[src/hdl/siw64_pkg.sv]
// siw64_pkg: types, constants and per-byte helper functions for select_in_word64.
// Standalone; imported by the select_in_word64 top level.
`timescale 1ns / 1ps

package siw64_pkg;

   localparam int WORD_W  = 64;
   localparam int RANK_W  = 6;
   localparam int BYTES   = 8;
   localparam int BNR_W   = 3;   // byte number within the word
   localparam int CNT_W   = 4;   // set bits in one byte, 0..8
   localparam int SUM_W   = 7;   // running total, 0..64

   typedef logic [CNT_W-1:0] cnt_type;
   typedef logic [SUM_W-1:0] sum_type;
   typedef logic [7:0]       byte_type;
   typedef logic [BNR_W-1:0] bidx_type;

   // Set bits in one byte.
   function automatic cnt_type popcount8(input byte_type v);
      cnt_type c;
      c = '0;
      for (int k = 0; k < 8; k++) begin
         c = c + cnt_type'(v[k]);
      end
      return c;
   endfunction

   // Index of the set bit of rank r inside byte v; 0 when there is none.
   function automatic bidx_type pick_in_byte(input byte_type v, input bidx_type r);
      bidx_type pos;
      cnt_type  seen;
      logic     found;
      pos   = '0;
      seen  = '0;
      found = 1'b0;
      for (int k = 0; k < 8; k++) begin
         if (v[k] && !found) begin
            if (seen == cnt_type'(r)) begin
               pos   = bidx_type'(k);
               found = 1'b1;
            end
            seen = seen + 4'd1;
         end
      end
      return pos;
   endfunction

endpackage

[src/hdl/select_in_word64.sv]
// select_in_word64: broadword select of the set bit of a given rank in a 64-bit word.
// Depends on siw64_pkg for types, widths and the per-byte helper functions.
`timescale 1ns / 1ps

// Usage
//   Input channel: an item (req_word, req_rank) is taken at a rising edge with
//   start high and busy low. busy is held low: the pipeline never stalls, so
//   an item may be presented in every cycle.
//   Result channel: rsp_strobe is high for exactly one cycle per item, with
//   rsp_position and rsp_valid_res beside it. The receiver cannot push back.
//   rsp_valid_res is 0 when req_rank is not below the population count of
//   req_word; rsp_position is then 0.
// Throughput and pipeline
//   One item per cycle sustained; four register stages carry an item from the
//   accepting edge to the result:
//     1. per-byte set-bit counts
//     2. running byte totals (eight narrow chained adds)
//     3. compare against rank, lowest hit byte, local rank in that byte
//     4. pick within the byte, output register
// Reset
//   Synchronous, active high. Clears the stage valid bits only; items in
//   flight are dropped and no strobe appears until new items arrive.

module select_in_word64
   import siw64_pkg::*;
(
   input  logic              clock,
   input  logic              reset,
   input  logic              start,
   output logic              busy,
   input  logic [WORD_W-1:0] req_word,
   input  logic [RANK_W-1:0] req_rank,
   output logic              rsp_strobe,
   output logic [RANK_W-1:0] rsp_position,
   output logic              rsp_valid_res
);

   // ---------------- stage 1: per-byte counts ----------------
   logic              s1_valid_ff, s1_valid_in;
   logic [WORD_W-1:0] s1_word_ff;
   logic [RANK_W-1:0] s1_rank_ff;
   cnt_type           s1_cnt_ff [BYTES];
   cnt_type           s1_cnt_in [BYTES];

   // ---------------- stage 2: running totals ----------------
   logic              s2_valid_ff;
   logic [WORD_W-1:0] s2_word_ff;
   logic [RANK_W-1:0] s2_rank_ff;
   sum_type           s2_sum_ff [BYTES];
   sum_type           s2_sum_in [BYTES];

   // ---------------- stage 3: byte choice ----------------
   logic              s3_valid_ff;
   logic              s3_hit_ff, s3_hit_in;
   bidx_type          s3_bnr_ff, s3_bnr_in;
   byte_type          s3_local_ff, s3_local_in;
   bidx_type          s3_lrank_ff, s3_lrank_in;
   bidx_type          s3_below;    // low bits of the total below the chosen byte

   // ---------------- stage 4: output ----------------
   logic              rsp_strobe_ff;
   logic [RANK_W-1:0] rsp_position_ff, rsp_position_in;
   logic              rsp_valid_res_ff;

   // Never holds items off.
   assign busy        = 1'b0;
   assign s1_valid_in = start & ~busy;

   always_comb begin
      for (int i = 0; i < BYTES; i++) begin
         s1_cnt_in[i] = popcount8(req_word[i*8 +: 8]);
      end
   end

   // Running totals: byte i holds set bits in bytes 0..i.
   always_comb begin
      sum_type acc;
      acc = '0;
      for (int i = 0; i < BYTES; i++) begin
         acc          = acc + sum_type'(s1_cnt_ff[i]);
         s2_sum_in[i] = acc;
      end
   end

   // Lowest byte whose running total exceeds the rank; top byte by default,
   // which is right whenever the rank is below the total.
   always_comb begin
      sum_type rank_ext;
      rank_ext  = sum_type'(s2_rank_ff);
      s3_bnr_in = bidx_type'(BYTES - 1);
      for (int i = BYTES - 2; i >= 0; i--) begin
         if (s2_sum_ff[i] > rank_ext) begin
            s3_bnr_in = bidx_type'(i);
         end
      end
      s3_hit_in   = rank_ext < s2_sum_ff[BYTES-1];
      s3_below    = (s3_bnr_in == '0) ? '0 : s2_sum_ff[s3_bnr_in - 3'd1][BNR_W-1:0];
      s3_local_in = s2_word_ff[{s3_bnr_in, 3'b000} +: 8];
      s3_lrank_in = s2_rank_ff[BNR_W-1:0] - s3_below;
   end

   assign rsp_position_in = s3_hit_ff
                          ? {s3_bnr_ff, pick_in_byte(s3_local_ff, s3_lrank_ff)}
                          : '0;

   // Valid bits
   always_ff @(posedge clock) begin
      if (reset) begin
         s1_valid_ff   <= 1'b0;
         s2_valid_ff   <= 1'b0;
         s3_valid_ff   <= 1'b0;
         rsp_strobe_ff <= 1'b0;
      end else begin
         s1_valid_ff   <= s1_valid_in;
         s2_valid_ff   <= s1_valid_ff;
         s3_valid_ff   <= s2_valid_ff;
         rsp_strobe_ff <= s3_valid_ff;
      end
   end

   // Payload, no reset
   always_ff @(posedge clock) begin
      s1_word_ff       <= req_word;
      s1_rank_ff       <= req_rank;
      s1_cnt_ff        <= s1_cnt_in;
      s2_word_ff       <= s1_word_ff;
      s2_rank_ff       <= s1_rank_ff;
      s2_sum_ff        <= s2_sum_in;
      s3_hit_ff        <= s3_hit_in;
      s3_bnr_ff        <= s3_bnr_in;
      s3_local_ff      <= s3_local_in;
      s3_lrank_ff      <= s3_lrank_in;
      rsp_position_ff  <= rsp_position_in;
      rsp_valid_res_ff <= s3_hit_ff;
   end

   assign rsp_strobe    = rsp_strobe_ff;
   assign rsp_position  = rsp_position_ff;
   assign rsp_valid_res = rsp_valid_res_ff;

endmodule

[config.mk]
export PLATFORM = sky130hd
export DESIGN_NAME = select_in_word64
export DESIGN_NICKNAME = d
export VERILOG_FILES = /design/src/hdl/siw64_pkg.sv /design/src/hdl/select_in_word64.sv
export SDC_FILE = /design/constraint.sdc
export NUM_CORES = 1
export LEC_CHECK = 0
export BUFFER_PORTS_ARGS = -buffer_cell sky130_fd_sc_hd__buf_2
export CAP_MARGIN = 20
export CORE_ASPECT_RATIO = 0.9
export CORE_MARGIN = 3
export CORE_UTILIZATION = 60
export DETAILED_ROUTE_END_ITERATION = 7
export PLACE_DENSITY = 0.79
export SLEW_MARGIN = 0
export SYNTH_ARGS = -nofsm -noshare
export SYNTH_HDL_FRONTEND = slang
export SYNTH_SLANG_ARGS = --single-unit
[constraint.sdc]
create_clock -name clock -period 5.9 [get_ports clock]
set_clock_uncertainty 0.2 [all_clocks]
set_input_delay 0.59 -clock clock [delete_from_list [all_inputs] [get_ports clock]]
set_output_delay 0.59 -clock clock [all_outputs]
set_load 0.05 [all_outputs]
==> flow_metrics.env <==
export IMPL_die_height_microns=132
export IMPL_wl_met3_microns=1120
export IMPL_cpMaxStageDelayCell="fa_1"
export IMPL_nFillCells=1127
export IMPL_grt_max_degree=34
export IMPL_synth_top_area_share_pct=46.6
export IMPL_overflow=0
export IMPL_status="finished, final reports clean"
export IMPL_setup_viol=0
export IMPL_cpPeakStageDelay_ns=0.57
export IMPL_nNetsFinal=1295
export IMPL_cts_sinks=248
export IMPL_syn_nets=1139
export IMPL_synth_mux_area_share_pct=7.50
export IMPL_coreArea_sq_mm=0.0171
export IMPL_rsz0062_at_grt="no"
export IMPL_dp_hpwl_microns=15500
export IMPL_period_share_pct=91.2
export IMPL_r2r_start="s1_cnt_ff[28]$_DFF_P_"
export IMPL_gr_usage_all_layers_pct=25.0
export IMPL_setup_ws_ns=0.517
export IMPL_hold_class="input pin to flip-flop"
export IMPL_antenna_found_initial=0
export IMPL_first_global_vias=7470
export IMPL_final_cell_mix="248 x dfxtp_1, 126 x inv_1, 106 x ha_1"
export IMPL_max_freq_mhz=186
export IMPL_diodes=0
export IMPL_timing_critical_path_mode_cell="fa_1"
export IMPL_viasPerCell=5.22
export IMPL_min_from="req_word[40]"
export IMPL_ctsHtreeMaxLevel=1
export IMPL_yosysTopAreaCell="dfxtp_1"
export IMPL_cts_buffers=24
export IMPL_synth_top_family_by_area="adder cells"
export IMPL_clkLatencyLatePin_ns=0.52
export IMPL_drive_gt1_share_pct=15.8
export IMPL_max_slew_margin_pct=56.7
export IMPL_clk_path_buf_depth=3
export IMPL_cts_clk_slew_worst_paths_ns=0.07
export IMPL_finalHoldViolCount=0
export IMPL_pin_count=82
export IMPL_cp_arrival_ns=5.57
export IMPL_synth_adder_area_share_pct=20.0
export IMPL_synthTopCellsByArea="dfxtp_1 47%, ha_1 12%, fa_1 7.5%"
export IMPL_die_area_sq_mm=0.0194
export IMPL_crit_chain="ha_1 -> fa_1 -> inv_1 -> fa_1 -> fa_1 -> fa_1 -> inv_1 -> fa_1 -> inv_1 -> fa_1 -> inv_1 -> fa_1 -> a21o_1 -> a21oi_1 -> nor3b_1 -> xor2_1"
export IMPL_cts_root_buf="clkbuf_16"
export IMPL_die_w_microns=147
export IMPL_cts_tree="yes"
export IMPL_synthCells=920
export IMPL_gp_congestion=0.878
export IMPL_async_flop_share_pct=0
export IMPL_crit_start="s1_cnt_ff[28]$_DFF_P_"
export IMPL_rows=45
export IMPL_cts_resized=0
export IMPL_path_class="flip-flop to flip-flop"
export IMPL_final_antenna_net_count=0
export IMPL_syn_to_final_growth_pct=19.9
export IMPL_synth_xor_area_share_pct=4.81
export IMPL_start_util_pct=62.3
export IMPL_ys_types=79
export IMPL_cp_start_kind="flip-flop"
export IMPL_cts_setup_buffers=0
export IMPL_layout_commonest_cell="dfxtp_1"
export IMPL_top_layer_used="met4"
export IMPL_worstMarginPinSlew_ns=0.649
export IMPL_grt_pass1_wl_microns=38400
export IMPL_drt_wl_total_microns=23800
export IMPL_dp_slack_ns=0.546
export IMPL_crit_required_ns=6.09
export IMPL_path_max_fanout=3
export IMPL_port_buffers=80
export IMPL_yosys_area_share_simple_pct=7.27
export IMPL_setup_tns_ns=0
export IMPL_drt_iter0_drc=380
export IMPL_synth_top_flop_cell="dfxtp_1"
export IMPL_drt_pass1_iter_count=6
export IMPL_cp_end_kind="flip-flop"
export IMPL_slew_viol_final=0
export IMPL_synth_area_per_cell_sq_um=11.6
export IMPL_ys_seq_area_share_pct=46.6
export IMPL_routedWlPerCell_microns=17.9
export IMPL_fin_crit_ns=5.38
export IMPL_remaining_drc_errors=0
export IMPL_synth_warnings=0
export IMPL_wl_met2_microns=11300
export IMPL_maxCapViolCount=0
export IMPL_ys_ff_latch=248
export IMPL_synth_edf_count=0
export IMPL_via_count=6931
export IMPL_wl_met1_microns=10200
export IMPL_synth_compound_area_share_pct=8.46
export IMPL_synth_area_sq_mm=0.0107
-- metal layers --
layer,GRT usage (%),vias up
li1,-,3396
met1,31.6,3281
met2,42.2,184
met3,4.49,70
met4,11.2,0
met5,0,-
-- worst paths after layout --
kind / endpoint / slack [ns] / cells past startpoint
hold / removal: s1_word_ff[40]$_DFF_P_ / 0.01 / 1
hold reg to reg: s2_word_ff[47]$_DFF_P_ / 0.12 / 0
setup reg to reg: s2_sum_ff[6]$_DFF_P_ / 0.52 / 16
setup / recovery: s2_sum_ff[6]$_DFF_P_ / 0.52 / 16
-- cell usage after synthesis, types with 3 or more instances --
cell	n
xor2_1	15
nand2b_1	7
or2_2	5
o21ai_1	4
nand4_1	4
and2_1	6
a21oi_1	31
mux2_2	11
inv_1	126
nor2b_1	31
clkbuf_1	3
mux2i_1	54
mux4_2	6
fa_1	40
buf_2	4
o2111ai_1	3
a21o_1	17
nand2_1	18
and4_1	3
nor2_1	17
dfxtp_1	248
nor3_1	7
o21bai_1	3
xnor2_1	30
a31oi_1	5
o21a_1	10
ha_1	106
o21ai_0	22
nand3b_1	3
buf_4	3
nand3_1	13
buf_6	4
a21oi_2	4
nor3b_1	3
o31ai_1	3
-- layout make-up --
type | instances | area (sq um) | area share, %
multi-input cells | 531 | 5130 | 40.1
repair buffers | 145 | 1040 | 8.10
well taps | 235 | 294 | 2.30
inverters | 126 | 473 | 3.70
clock inverters | 14 | 249 | 1.95
clock buffers | 28 | 636 | 4.97
flip-flops and latches | 248 | 4960 | 38.8
-- sequential cells by signal (all words and copies together), names as in the netlist, 3 cells and up --
register,count
rsp_position,6
s1_cnt_ff,32
s1_rank_ff,6
s1_word_ff,64
s2_rank_ff,6
s2_sum_ff,50
s2_word_ff,64
s3_bnr_ff,3
s3_local_ff,8
s3_lrank_ff,3
-- cell families (layout without fill, tap and decap cells) --
| group | count (synthesis) | count (layout) |
|---|---|---|
| buf+inv | 141 | 313 |
| compound gates | 130 | 130 |
| flops | 248 | 248 |
| xor+xnor | 51 | 51 |
| other cells | 1 | 1 |
| simple gates | 132 | 132 |
| mux | 71 | 71 |
| fa+ha+maj | 146 | 146 |
-- metrics by stage --
step	utilization, %	instances	instance area [sq um]	hold slack (ns)
after global routing	74.7	1327	12800	0.00212
after floorplan	-	920	10700	0.110
after CTS	74.6	1326	12800	0.00132
after detailed placement	66.1	1226	11300	0.112
after global placement	66.1	1226	11300	0.110
final	74.7	1327	12800	0.0117
-- timing repair --
item,in CTS,in global routing
endpoints found under the hold margin,58,1
setup endpoints to repair,0,0
hold buffers,58,1
-- worst max-delay path: cells and delay by family (launching register included) --
kind,cells,cell delay (ns)
AO/OA/AOI/OAI,2,0.42
adder cells (fa/ha/maj),8,3.79
AND/OR/NAND/NOR,1,0.09
buffers and inverters,4,0.29
flip-flops,1,0.31
XOR/XNOR,1,0.15
Power is not shown: default switching activity piles up to over one toggle a cycle in this logic, so the estimate is an artifact.
